==> src/rtl/cad_pkg.sv <==
// Package with constants and controller/datapath interface types.
`default_nettype none
package cad_pkg;

  localparam int ANGLE_W         = 15;
  localparam int ANGLE_FRAC_BITS = 12;
  localparam int DIFF_W          = 16;
  localparam int D_W             = 14;
  localparam int SQ_W            = 2 * D_W;
  localparam int SUM_W           = 38;
  localparam int CNT_W           = 11;
  localparam int ROOT_W          = SUM_W / 2;
  localparam int SREM_W          = ROOT_W + 2;
  localparam int RMS_W           = 14;
  localparam int MAX_ANGLES      = 1024;

  localparam int DIV_STEPS  = SUM_W;
  localparam int SQRT_STEPS = ROOT_W;
  localparam int ITER_W     = $clog2(DIV_STEPS);

  localparam int IN_TDATA_W  = ((2 * ANGLE_W + 7) / 8) * 8;
  localparam int OUT_TDATA_W = ((RMS_W + CNT_W + 7) / 8) * 8;

  // pi and 2*pi in the angle format, rounded from a Q32 value of pi.
  localparam longint unsigned PI_Q32 = 64'd13493037705;
  localparam logic [DIFF_W-1:0] PI_FX = DIFF_W'(
    (PI_Q32 + (64'd1 << (31 - ANGLE_FRAC_BITS))) >> (32 - ANGLE_FRAC_BITS));
  localparam logic [DIFF_W-1:0] TWO_PI_FX = DIFF_W'(
    (2 * PI_Q32 + (64'd1 << (31 - ANGLE_FRAC_BITS))) >> (32 - ANGLE_FRAC_BITS));

  typedef struct packed {
    logic accept;
    logic start_div;
    logic div_step;
    logic sqrt_step;
    logic load_out;
  } cad_cmd_t;

  typedef struct packed {
    logic div_last;
    logic sqrt_last;
    logic out_free;
  } cad_sts_t;

endpackage
`default_nettype wire

==> src/rtl/cad_ctrl.sv <==
// Controller state machine: accumulate, divide, square root, hand off.
`default_nettype none
module cad_ctrl (
  input  wire               clk,
  input  wire               rst_n,
  input  wire               in_tvalid,
  input  wire               in_tlast,
  input  cad_pkg::cad_sts_t sts,
  output logic              in_tready,
  output cad_pkg::cad_cmd_t cmd
);
  import cad_pkg::*;

  localparam logic [2:0] ST_ACC   = 3'd0;
  localparam logic [2:0] ST_FLUSH = 3'd1;
  localparam logic [2:0] ST_DIV   = 3'd2;
  localparam logic [2:0] ST_SQRT  = 3'd3;
  localparam logic [2:0] ST_DONE  = 3'd4;

  logic [2:0] state_r, state_nxt;

  always_comb begin
    state_nxt = state_r;
    in_tready = 1'b0;
    cmd       = '0;
    unique case (state_r)
      ST_ACC: begin
        in_tready  = 1'b1;
        cmd.accept = in_tvalid;
        if (in_tvalid && in_tlast) begin
          state_nxt = ST_FLUSH;
        end
      end
      ST_FLUSH: begin
        cmd.start_div = 1'b1;
        state_nxt     = ST_DIV;
      end
      ST_DIV: begin
        cmd.div_step = 1'b1;
        if (sts.div_last) begin
          state_nxt = ST_SQRT;
        end
      end
      ST_SQRT: begin
        cmd.sqrt_step = 1'b1;
        if (sts.sqrt_last) begin
          state_nxt = ST_DONE;
        end
      end
      ST_DONE: begin
        if (sts.out_free) begin
          cmd.load_out = 1'b1;
          state_nxt    = ST_ACC;
        end
      end
      default: begin
        state_nxt = ST_ACC;
      end
    endcase
  end

  always_ff @(posedge clk) begin
    if (!rst_n) begin
      state_r <= ST_ACC;
    end else begin
      state_r <= state_nxt;
    end
  end

endmodule
`default_nettype wire

==> src/rtl/cad_datapath.sv <==
// Datapath: wrapped difference, square accumulation, divider, square root.
`default_nettype none
module cad_datapath (
  input  wire                            clk,
  input  wire                            rst_n,
  input  wire  [cad_pkg::ANGLE_W-1:0]    angle_first,
  input  wire  [cad_pkg::ANGLE_W-1:0]    angle_second,
  input  cad_pkg::cad_cmd_t              cmd,
  input  wire                            out_tready,
  output cad_pkg::cad_sts_t              sts,
  output logic                           out_tvalid,
  output logic [cad_pkg::RMS_W-1:0]      rms_distance,
  output logic [cad_pkg::CNT_W-1:0]      angle_count,
  output logic                           overflow
);
  import cad_pkg::*;

  logic signed [DIFF_W-1:0] sdiff;
  logic        [DIFF_W-1:0] adiff;
  logic        [D_W-1:0]    dwrap;

  logic [SQ_W-1:0]   sq_r, sq_nxt;
  logic              sq_v_r, sq_v_nxt;
  logic [SUM_W-1:0]  sum_r, sum_nxt, sum_add;
  logic [CNT_W-1:0]  cnt_r, cnt_nxt;
  logic              ovf_r, ovf_nxt;

  logic [CNT_W-1:0]  divisor_r, divisor_nxt;
  logic              res_ovf_r, res_ovf_nxt;
  logic [CNT_W-1:0]  drem_r, drem_nxt;
  logic [SUM_W-1:0]  q_r, q_nxt;
  logic [CNT_W:0]    dtrial;
  logic [ROOT_W-1:0] root_r, root_nxt;
  logic [SREM_W-1:0] srem_r, srem_nxt, sshift;
  logic [SREM_W:0]   strial;
  logic [ITER_W-1:0] iter_r, iter_nxt;

  logic              oval_r, oval_nxt;
  logic [RMS_W-1:0]  orms_r, orms_nxt;
  logic [CNT_W-1:0]  ocnt_r, ocnt_nxt;
  logic              oovf_r, oovf_nxt;

  // Absolute difference, folded into [0, pi]; beyond 2*pi it saturates to zero.
  always_comb begin
    sdiff = DIFF_W'($signed(angle_second)) - DIFF_W'($signed(angle_first));
    adiff = sdiff[DIFF_W-1] ? DIFF_W'(-sdiff) : DIFF_W'(sdiff);
    if (adiff > PI_FX) begin
      dwrap = (adiff > TWO_PI_FX) ? '0 : D_W'(TWO_PI_FX - adiff);
    end else begin
      dwrap = D_W'(adiff);
    end
  end

  assign sum_add = sum_r + (sq_v_r ? SUM_W'(sq_r) : '0);

  always_comb begin
    sq_nxt      = sq_r;
    sq_v_nxt    = 1'b0;
    sum_nxt     = sum_add;
    cnt_nxt     = cnt_r;
    ovf_nxt     = ovf_r;
    divisor_nxt = divisor_r;
    res_ovf_nxt = res_ovf_r;
    drem_nxt    = drem_r;
    q_nxt       = q_r;
    root_nxt    = root_r;
    srem_nxt    = srem_r;
    iter_nxt    = iter_r;
    dtrial      = {drem_r, q_r[SUM_W-1]} - {1'b0, divisor_r};
    sshift      = {srem_r[SREM_W-3:0], q_r[SUM_W-1:SUM_W-2]};
    strial      = {1'b0, sshift} - {1'b0, root_r, 2'b01};

    if (cmd.accept) begin
      if (cnt_r != CNT_W'(MAX_ANGLES)) begin
        sq_nxt   = SQ_W'(dwrap) * SQ_W'(dwrap);
        sq_v_nxt = 1'b1;
        cnt_nxt  = cnt_r + 1'b1;
      end else begin
        ovf_nxt = 1'b1;
      end
    end

    if (cmd.start_div) begin
      q_nxt       = sum_add;
      divisor_nxt = cnt_r;
      res_ovf_nxt = ovf_r;
      drem_nxt    = '0;
      root_nxt    = '0;
      srem_nxt    = '0;
      iter_nxt    = '0;
      sum_nxt     = '0;
      cnt_nxt     = '0;
      ovf_nxt     = 1'b0;
    end

    // Restoring division, one quotient bit per cycle.
    if (cmd.div_step) begin
      if (!dtrial[CNT_W]) begin
        drem_nxt = dtrial[CNT_W-1:0];
      end else begin
        drem_nxt = {drem_r[CNT_W-2:0], q_r[SUM_W-1]};
      end
      q_nxt    = {q_r[SUM_W-2:0], ~dtrial[CNT_W]};
      iter_nxt = sts.div_last ? '0 : iter_r + 1'b1;
    end

    // Digit-by-digit square root, two radicand bits per cycle.
    if (cmd.sqrt_step) begin
      if (!strial[SREM_W]) begin
        srem_nxt = strial[SREM_W-1:0];
        root_nxt = {root_r[ROOT_W-2:0], 1'b1};
      end else begin
        srem_nxt = sshift;
        root_nxt = {root_r[ROOT_W-2:0], 1'b0};
      end
      q_nxt    = {q_r[SUM_W-3:0], 2'b00};
      iter_nxt = iter_r + 1'b1;
    end
  end

  assign sts.div_last  = (iter_r == ITER_W'(DIV_STEPS - 1));
  assign sts.sqrt_last = (iter_r == ITER_W'(SQRT_STEPS - 1));
  assign sts.out_free  = !oval_r || out_tready;

  always_comb begin
    oval_nxt = oval_r;
    orms_nxt = orms_r;
    ocnt_nxt = ocnt_r;
    oovf_nxt = oovf_r;
    if (out_tready) begin
      oval_nxt = 1'b0;
    end
    if (cmd.load_out) begin
      oval_nxt = 1'b1;
      orms_nxt = root_r[RMS_W-1:0];
      ocnt_nxt = divisor_r;
      oovf_nxt = res_ovf_r;
    end
  end

  always_ff @(posedge clk) begin
    if (!rst_n) begin
      sq_v_r <= 1'b0;
      sum_r  <= '0;
      cnt_r  <= '0;
      ovf_r  <= 1'b0;
      iter_r <= '0;
      oval_r <= 1'b0;
    end else begin
      sq_v_r <= sq_v_nxt;
      sum_r  <= sum_nxt;
      cnt_r  <= cnt_nxt;
      ovf_r  <= ovf_nxt;
      iter_r <= iter_nxt;
      oval_r <= oval_nxt;
    end
  end

  always_ff @(posedge clk) begin
    sq_r      <= sq_nxt;
    divisor_r <= divisor_nxt;
    res_ovf_r <= res_ovf_nxt;
    drem_r    <= drem_nxt;
    q_r       <= q_nxt;
    root_r    <= root_nxt;
    srem_r    <= srem_nxt;
    orms_r    <= orms_nxt;
    ocnt_r    <= ocnt_nxt;
    oovf_r    <= oovf_nxt;
  end

  assign out_tvalid   = oval_r;
  assign rms_distance = orms_r;
  assign angle_count  = ocnt_r;
  assign overflow     = oovf_r;

endmodule
`default_nettype wire

==> src/rtl/circular_angle_rms_distance.sv <==
// Top level of the circular RMS torsion angle distance block.
//
// The input channel carries one pair of torsion angles per transfer, both in
// signed Q3.12 radians, with tlast marking the final pair of a set. Pairs are
// taken one per cycle while the block accumulates: each wrapped difference is
// squared into a register and added into the running sum in the cycle after.
// When the last pair is taken, the input stalls while the block closes the
// sum, runs the bit-serial divider that forms the mean and the digit-serial
// square root, and loads the output register.
// The result carries the RMS distance, the pair count and an overflow flag
// that reports pairs beyond the maximum count, which were dropped.
// If the receiver stalls, the result holds in the output register; the block
// goes on accepting pairs of the next set and only waits if a new result is
// ready before the previous one has been taken.
// A synchronous active-low reset clears the sum, the count, the flag and any
// pending result.
`default_nettype none
module circular_angle_rms_distance (
  input  wire                              clk,
  input  wire                              rst_n,
  input  wire                              in_tvalid,
  output logic                             in_tready,
  // angle_first [14:0], angle_second [29:15], zero fill above.
  input  wire  [cad_pkg::IN_TDATA_W-1:0]   in_tdata,
  input  wire                              in_tlast,
  output logic                             out_tvalid,
  input  wire                              out_tready,
  // rms_distance [13:0], angle_count [24:14], zero fill above.
  output logic [cad_pkg::OUT_TDATA_W-1:0]  out_tdata,
  // overflow [0].
  output logic                             out_tuser
);
  import cad_pkg::*;

  cad_cmd_t          cmd;
  cad_sts_t          sts;
  logic [RMS_W-1:0]  rms_distance;
  logic [CNT_W-1:0]  angle_count;

  // The controller sequences accumulation, division, square root and handoff.
  cad_ctrl u_ctrl (
    .clk       (clk),
    .rst_n     (rst_n),
    .in_tvalid (in_tvalid),
    .in_tlast  (in_tlast),
    .sts       (sts),
    .in_tready (in_tready),
    .cmd       (cmd)
  );

  // The datapath holds the sum, count, iterative units and output register.
  cad_datapath u_dp (
    .clk          (clk),
    .rst_n        (rst_n),
    .angle_first  (in_tdata[ANGLE_W-1:0]),
    .angle_second (in_tdata[2*ANGLE_W-1:ANGLE_W]),
    .cmd          (cmd),
    .out_tready   (out_tready),
    .sts          (sts),
    .out_tvalid   (out_tvalid),
    .rms_distance (rms_distance),
    .angle_count  (angle_count),
    .overflow     (out_tuser)
  );

  // Pack the result fields, lowest field first, zeros above.
  assign out_tdata = OUT_TDATA_W'({angle_count, rms_distance});

endmodule
`default_nettype wire

==> config.mk <==
export PLATFORM = sky130hd
export DESIGN_NAME = circular_angle_rms_distance
export DESIGN_NICKNAME = d
export VERILOG_FILES = /design/src/rtl/cad_pkg.sv /design/src/rtl/cad_ctrl.sv /design/src/rtl/cad_datapath.sv /design/src/rtl/circular_angle_rms_distance.sv
export SDC_FILE = /design/constraint.sdc
export NUM_CORES = 1
export LEC_CHECK = 0
export ABC_CLOCK_PERIOD_IN_PS = 14900
export BUFFER_PORTS_ARGS = -buffer_cell sky130_fd_sc_hd__buf_2
export CAP_MARGIN = 0
export CELL_PAD_IN_SITES_DETAIL_PLACEMENT = 1
export CELL_PAD_IN_SITES_GLOBAL_PLACEMENT = 2
export CORE_UTILIZATION = 40
export DETAILED_ROUTE_END_ITERATION = 8
export PLACE_DENSITY_LB_ADDON = 0.2
export SLEW_MARGIN = 20
export SYNTH_ARGS = -nofsm -noshare
export SYNTH_HDL_FRONTEND = slang
export SYNTH_SLANG_ARGS = --single-unit
==> constraint.sdc <==
create_clock -name clk -period 14.9 [get_ports clk]
set_clock_uncertainty 0.15 [all_clocks]
set_input_delay 2.98 -clock clk [delete_from_list [all_inputs] [get_ports clk]]
set_output_delay 2.98 -clock clk [all_outputs]
set_load 0.01 [all_outputs]
# Yosys cells after proc, flatten, opt, wreduce, memory -nomap -nowiden
# Index checks and enable logic that the tools add are counted.
# totals
register_bits	214
input_bits	37
output_inout_bits	35
# classes
addsub	8
multipliers	1
magnitude_cmp	2
n_eq_ne	11
muxes	35
n_bitwise	3
reduce_logical	13
# ops
op	count
$mux 38	3
$mux 19	5
$add 38x38->38	1
$mux 11	3
$mul 14x14->28	1
$mux 14	2
$mux 28	1
$mux 6	4
$sub 21x21->22	1
$gt 16x14->1 const B	1
$gt 16x15->1 const B	1
$mux 16	1
$neg 16->16	1
$sub 15x15->16	1
$pmux 3 s5	1
$sub 14x14->14 const A	1
$mux 3	4
$sub 12x11->12	1
$add 11x1->11 const B	1
$mux 1	11
$ne 11x11->1 const B	1
$add 6x1->6 const B	1
$eq 3x2->1 const B	2
$eq 6x5->1 const B	1
other kinds (15)	23

# Longest topological paths before layout
# Gate-level depths: netlist (run 1).
# logic_depth
ltp_word	7
mapped_depth	49

# Cells and area by module
# From an unflattened synthesis (run 1), not the netlist that was laid out.
# unflattened
cells_unflattened	2040
area_unflattened_um2	18999.5
# modules_own_cells
module	instances	cells_per_inst	area_each_um2	seq_area_each_um2
cad_datapath	1	2012	18774.3	5705.5
cad_ctrl	1	20	168.9	60.1
circular_angle_rms_distance	1	8	56.3	0.0

# Least setup slack after synthesis (run 1)
# OpenSTA, ideal clock, no wires.
# synth_timing
kind	input-to-reg
from	in in_tdata[8] (netlist bit)
to	reg u_dp.sq_r[26] (data pin)
setup_ps	258
t_arrival_ps	13082
required_ps	14492
slack_ps	1410
path_stages	45
path_buffers	4
path_cell_list	inv_1 -> ha_1 -> clkbuf_1 -> a21oi_1 -> o2111ai_1 -> a2111o_1 -> o21ai_1 -> buf_2 -> buf_2 -> buf_2 -> mux2i_1 -> ha_1 -> inv_1 -> a211o_1 -> a211oi_1 -> a311oi_2 -> o21ai_2 -> nand2_2 -> [... 9 more ...] -> inv_1 -> fa_1 -> inv_1 -> fa_1 -> inv_1 -> fa_1 -> inv_1 -> ha_1 -> a21oi_1 -> o21bai_1 -> a2111oi_0 -> o31ai_1 -> o41ai_1 -> o21ai_0 -> o41a_1 -> a21o_1 -> a21oi_1 -> xnor2_1
# synth_via
elab_chain_cells	7
elab_cells_between_ends	9
classes_between	add/sub (3); mul (1); order compare (2); mux (3)
# synth_rtl
item	line	rtl
start, declared	circular_angle_rms_distance.sv:24	input wire [cad_pkg::IN_TDATA_W-1:0] in_tdata,
$sub 15x15->16 (*)	cad_datapath.sv:45	sdiff = DIFF_W'($signed(angle_second)) - DIFF_W'($signed(angle_first));
$neg 16->16	cad_datapath.sv:46	adiff = sdiff[DIFF_W-1] ? DIFF_W'(-sdiff) : DIFF_W'(sdiff);
$mux 16 (*)	cad_datapath.sv:46	
$sub 14x14->14 or $gt 16x15->1 (tied branches)	cad_datapath.sv:48	dwrap = (adiff > TWO_PI_FX) ? '0 : D_W'(TWO_PI_FX - adiff);
$mux 14	cad_datapath.sv:48	
$mux 14 (*)	cad_datapath.sv:47	if (adiff > PI_FX) begin
$mul 14x14->28 (*)	cad_datapath.sv:75	sq_nxt = SQ_W'(dwrap) * SQ_W'(dwrap);
end signal, assigned	cad_datapath.sv:160	sq_r <= sq_nxt;
end, declared	cad_datapath.sv:22	logic [SQ_W-1:0] sq_r, sq_nxt;
# Every way passes the cells marked *; elsewhere a longest branch is shown, timed or not.
# A chain may end at the register's enable or synchronous reset.

# Worst setup path after layout (run 1)
# Ends and elaborated chain as after synthesis.

==> results_dict.tcl, run 1 <==
set metrics [dict create \
    detail-route-antenna-nets 0 \
    end_kind "flip-flop" \
    clk_latency_ns 0.52 \
    vias 14100 \
    cts_sinks 213 \
    synthTopCellsByArea "edfxtp_1 24%, fa_1 13%, ha_1 11%" \
    die_area_mm2 0.0475 \
    syn_area_per_cell_um2 9.27 \
    finalHoldViolCount 0 \
    die_x_um 218 \
    synth_top_cell_by_area "edfxtp_1" \
    synthCells 2012 \
    post_cts_buffers 0 \
    htree_num_levels 1 \
    crit_end "u_dp.sq_r[26]$_DFFE_PP_" \
    crit_fanout 13 \
    yosysWarnings 0 \
    firstDrtPassIters 5 \
    criticalPathCategory "primary input to flip-flop" \
    synth_area_mm2 0.0187 \
    cts_buffer_depth 3 \
    hpwl_um 35500 \
    initial_core_util 0.408 \
    cts_buffers 24 \
    min_period_ns 13.77 \
    yosys.area.top_type_share 0.241 \
    drive_gt1_frac 0.0984 \
    nNetsFinal 2398 \
    routedWlPerCell_um 16.5 \
    r2r_cells 18 \
    finalWeightedCongestion 0.782 \
    finalMaxSlewViolations 0 \
    cp_slowest_cell "a2111o_1" \
    setup_viol 0 \
    async_flop_share 0 \
    mostFrequentLayoutCells "258 x inv_1, 205 x nor2_1, 165 x nand2_1" \
    yosysSeqAreaShare 0.309 \
    rows 78 \
    r2r_setup_slack_ns 9.20 \
    grt.overflow.total 0 \
    slew_headroom 0.396 \
    cts-hold-fix-buffers 0 \
    viasPerCell 5.22 \
    critPathRequiredTime_ns 15.00 \
    area_growth_pct 10.7 \
    ys_ff_latch 213 \
    die_y_um 218 \
    antenna_cells 0 \
    post-route-period-util 0.924 \
    whs_path_depth 0 \
    cts.clk_slew.worst_paths_ns 0.06 \
    cts_resized 0 \
    core_mm2 0.0457 \
    cap_violations 0 \
    antenna_found_initial 0 \
    grtUsageTotal 0.194 \
    arrival_ns 13.87 \
    wl_um 44400 \
    grt_pass1_wl_um 75700 \
    rr_startpoint "u_dp.sq_v_r$_SDFF_PN0_" \
    drtIter0Drc 602 \
    drc 0 \
    final_common_cell "inv_1" \
    synth-edff-count 150 \
    clockRootBuffer "clkbuf_16" \
    rsz0062_at_grt "false" \
    max_stage_delay_ns 0.53 \
    cts_tree "built" \
    r2r_end "u_dp.q_r[35]$_DFFE_PP_" \
    grt_max_degree 49 \
    crit_start "in_tdata[8]" \
    worst_path_most_repeated_cell "inv_1" \
    first_global_vias 15100 \
    io_pins 72 \
    ys_types 92 \
    ys.flop_type "edfxtp_1" \
    worstMarginPinSlew_ns 0.899 \
    fmax_mhz 72.6 \
    hold_path_class "flip-flop to flip-flop" \
    cp-start-kind "primary input" \
    tns_ns 0 \
    outcome "complete, no violations" \
    io_buffers 62 \
]
## area by class of cell
type | count | area, µm²
Tap cell | 600 | 751
Fill cell | 5306 | 25000
Inverter | 263 | 987
Multi-Input combinational cell | 1465 | 11600
Sequential cell | 213 | 5770
Timing Repair Buffer | 109 | 663
Clock buffer | 30 | 708
Clock inverter | 14 | 181
## worst min path at each step
stage | slack (ns) | end | start
2_1_floorplan | 0.25 | u_dp.overflow$_DFFE_PP_ | u_dp.res_ovf_r$_DFFE_PP_
3_3_place_gp | 0.26 | u_dp.overflow$_DFFE_PP_ | u_dp.res_ovf_r$_DFFE_PP_
3_5_place_dp | 0.27 | u_dp.overflow$_DFFE_PP_ | u_dp.res_ovf_r$_DFFE_PP_
4_1_cts | 0.28 | u_dp.overflow$_DFFE_PP_ | u_dp.res_ovf_r$_DFFE_PP_
5_1_grt | 0.28 | u_dp.overflow$_DFFE_PP_ | u_dp.res_ovf_r$_DFFE_PP_
6_report | 0.28 | u_dp.overflow$_DFFE_PP_ | u_dp.res_ovf_r$_DFFE_PP_
## cell usage after synthesis (5+ instances only)
library cell  count
inv_2             5
edfxtp_1        150
o21a_1           18
xor2_1           56
a211oi_1         17
fa_1            122
nand2_1         165
a2111oi_0         5
buf_1             5
a211o_1           7
o21ai_0          69
nor4_1            6
dfxtp_1          63
clkbuf_1         44
buf_2            17
o21bai_1          9
a21o_1           36
nor3b_1           7
ha_1            163
o22ai_1           6
nand3_1          35
o21ai_1           6
a21oi_1         116
o31ai_1           6
o211ai_1          7
a21boi_0          7
nor3_1           31
nor2b_1          27
and2_1           48
or2_2             6
buf_4             9
xnor2_1          77
nand4_1          16
nor2_1          207
a2111o_1          6
a31oi_1           9
and3_1           24
a31o_2            7
inv_1           258
mux2i_1          34
nand2b_1         25
## flip-flops by register name, summed over array words and instances, names as in the netlist, 3 cells and up
signal and cells:
u_dp.srem_r 19, u_dp.root_r 19, u_dp.sq_r 27, u_ctrl.state_r 3, u_dp.iter_r 6, u_dp.rms_distance 14, u_dp.drem_r 11, u_dp.cnt_r 11
u_dp.divisor_r 11, u_dp.q_r 38, u_dp.angle_count 11, u_dp.sum_r 38
## through the flow
stage	setup WS, ns	instance area, µm²	instances	utilization	hold WS (ns)
6_report	1.13	20700	2694	0.452	0.278
4_1_cts	1.13	20700	2694	0.452	0.281
2_1_floorplan	1.41	18700	2018	-	0.250
3_3_place_gp	0.732	19800	2650	0.433	0.261
3_5_place_dp	0.604	19800	2650	0.433	0.265
5_1_grt	0.352	20700	2694	0.452	0.281
## per-layer routing
metal  share of wire  global-route usage  up-vias
li1                -                   -     6935
met1            0.47               0.248     6970
met2            0.49               0.351      116
met3           0.016              0.0130       47
met4           0.025              0.0520        0
met5               0                   0        -
## cell families (layout without fill, tap and decap cells)
| kind of cell | count (synthesis) | count (layout) | share of synthesized area |
|---|---|---|---|
| compound gates | 373 | 373 | 0.132 |
| xor+xnor | 136 | 136 | 0.0651 |
| fa+ha+maj | 285 | 285 | 0.240 |
| buf+inv | 340 | 416 | 0.0722 |
| flops | 213 | 213 | 0.309 |
| mux | 37 | 37 | 0.0201 |
| other cells | 1 | 7 | 0.000201 |
| simple gates | 627 | 627 | 0.161 |
## critical path, delay by kind of cell
family                   cells  cell delay (ns)
AO/OA/AOI/OAI               18             4.47
adder cells (fa/ha/maj)      9             4.05
buffers and inverters       11             0.99
AND/OR/NAND/NOR              3             0.58
multiplexers                 1             0.49
XOR/XNOR                     2             0.33
Power of run 1 is not shown: default switching activity piles up to over one toggle a cycle in this logic, so the estimate is an artifact.
==> run 2, diff against run 1 <==
--- a/config.mk
+++ b/config.mk
@@ -5,7 +5,7 @@
 export SDC_FILE = /design/constraint.sdc
 export NUM_CORES = 1
 export LEC_CHECK = 0
-export ABC_CLOCK_PERIOD_IN_PS = 14900
+export ABC_CLOCK_PERIOD_IN_PS = 15100
 export BUFFER_PORTS_ARGS = -buffer_cell sky130_fd_sc_hd__buf_2
 export CAP_MARGIN = 0
 export CELL_PAD_IN_SITES_DETAIL_PLACEMENT = 1
==> constraint.sdc (replaced) <==
create_clock -name clk -period 15.1 [get_ports clk]
set_clock_uncertainty 0.15 [all_clocks]
set_input_delay 3.02 -clock clk [delete_from_list [all_inputs] [get_ports clk]]
set_output_delay 3.02 -clock clk [all_outputs]
set_load 0.01 [all_outputs]
==> run 2 against run 1 <==
Against the previous run: wire length up 0.83%; cell count down 0.45%; die area unchanged; largest cell class unchanged; first-iteration DRC count down 12%; non-clock buffer count down 12; register-to-register slack better by 0.18 ns; setup slack better by 0.028 ns; design area down 0.50%; critical path depth up 4; utilization down 0.22 points; clock-buffer cell count down 2; flip-flop and latch count unchanged.
==> results_dict.tcl, run 2 (synthesis results as in run 1) <==
set metrics [dict create \
    outcome "complete, no violations" \
    cts_resized 0 \
    core_mm2 0.0457 \
    finalHoldViolCount 0 \
    grt_max_degree 49 \
    io_pins 72 \
    cts_tree "built" \
    post-place-ws_ns 0.637 \
    antenna_found_initial 0 \
    end_kind "flip-flop" \
    final_common_cell "inv_1" \
    setup_viol 0 \
    cts_buffer_depth 3 \
    io_buffers 62 \
    post_cts_buffers 0 \
    drtIter0Drc 527 \
    rows 78 \
    critPathRequiredTime_ns 15.22 \
    initial_core_util 0.408 \
    cp-start-kind "primary input" \
    reg_top3 "u_dp.q_r x38, u_dp.sum_r x38, u_dp.sq_r x27" \
    finalWorstSetupSlack_ns 1.16 \
    die_x_um 218 \
    die_area_mm2 0.0475 \
    worstMarginPinSlew_ns 0.918 \
    post-route-period-util 0.923 \
    r2r_setup_slack_ns 9.38 \
    cts_sinks 213 \
    viasPerCell 5.23 \
    detail-route-antenna-nets 0 \
    cts.clk_slew.worst_paths_ns 0.07 \
    area_growth_pct 10.2 \
    rsz0062_at_grt "false" \
    hpwl_um 35200 \
    tns_ns 0 \
    drive_gt1_frac 0.0946 \
    drc 0 \
    grt.overflow.total 0 \
    die_y_um 218 \
    firstDrtPassIters 4 \
    min_period_ns 13.94 \
    mostFrequentLayoutCells "258 x inv_1, 205 x nor2_1, 165 x nand2_1" \
    wl_um 44800 \
    crit_fanout 14 \
    clk_latency_ns 0.53 \
    finalMaxSlewViolations 0 \
    cp_slowest_cell "a2111o_1" \
    routedWlPerCell_um 16.7 \
    clockRootBuffer "clkbuf_16" \
    antenna_cells 0 \
    slew_headroom 0.387 \
    finalWeightedCongestion 0.790 \
    grt_pass1_wl_um 76300 \
    htree_num_levels 1 \
    max_stage_delay_ns 0.54 \
    arrival_ns 14.05 \
    vias 14000 \
    cap_violations 0 \
    fmax_mhz 71.7 \
    criticalPathCategory "primary input to flip-flop" \
    first_global_vias 15300 \
    nNetsFinal 2386 \
    hold_path_class "flip-flop to flip-flop" \
    fill_cells 5265 \
    cts_buffers 24 \
    cts-hold-fix-buffers 0 \
    grtUsageTotal 0.196 \
]
-- run 2: cell types whose count changed in the layout (fill, tap and decap cells not counted), sizes merged --
cell      before  now
inv          265  264
bufinv         4    5
buf          109   97
clkbuf        30   28
clkinvlp       1    3
-- run 2: path summary, 6_finish.rpt --
check,from,endpoint,cells past startpoint
setup / recovery,in_tdata[8],u_dp.sq_r[26]$_DFFE_PP_,48
hold reg to reg,u_dp.res_ovf_r$_DFFE_PP_,u_dp.overflow$_DFFE_PP_,0
hold / removal,u_dp.res_ovf_r$_DFFE_PP_,u_dp.overflow$_DFFE_PP_,0
setup reg to reg,u_dp.sq_v_r$_SDFF_PN0_,u_dp.q_r[35]$_DFFE_PP_,18
-- run 2: routing by layer --
metal | vias to the layer above | GRT usage | part of all wire
met2 | 121 | 0.357 | 0.50
met4 | 0 | 0.0513 | 0.023
li1 | 6888 | - | -
met5 | - | 0 | 0
met3 | 53 | 0.0119 | 0.018
met1 | 6964 | 0.250 | 0.46
-- run 2: worst max-delay path: cells and delay by family --
family	cells	cell delay, ns
xor+xnor	2	0.42
buf+inv	10	0.84
simple gates	3	0.37
compound gates	23	5.64
mux	1	0.52
fa+ha+maj	9	3.24
-- run 2: area by class of cell --
cell class	count	area (µm²)	area share
Sequential cell	213	5770	0.281
Inverter	263	987	0.0480
Clock inverter	16	220	0.0107
Clock buffer	28	657	0.0320
Timing Repair Buffer	97	573	0.0279
Multi-Input combinational cell	1465	11600	0.564
Tap cell	600	751	0.0365
-- run 2: through the flow --
step / hold WS [ns] / utilization / area [µm²] / instances
2_1_floorplan: 0.250 / - / 18700 / 2018
5_1_grt: 0.309 / 0.450 / 20600 / 2682
4_1_cts: 0.290 / 0.450 / 20500 / 2682
3_3_place_gp: 0.258 / 0.431 / 19700 / 2638
3_5_place_dp: 0.274 / 0.431 / 19700 / 2638
6_report: 0.288 / 0.450 / 20600 / 2682
Power of run 2 is left out for the same reason.
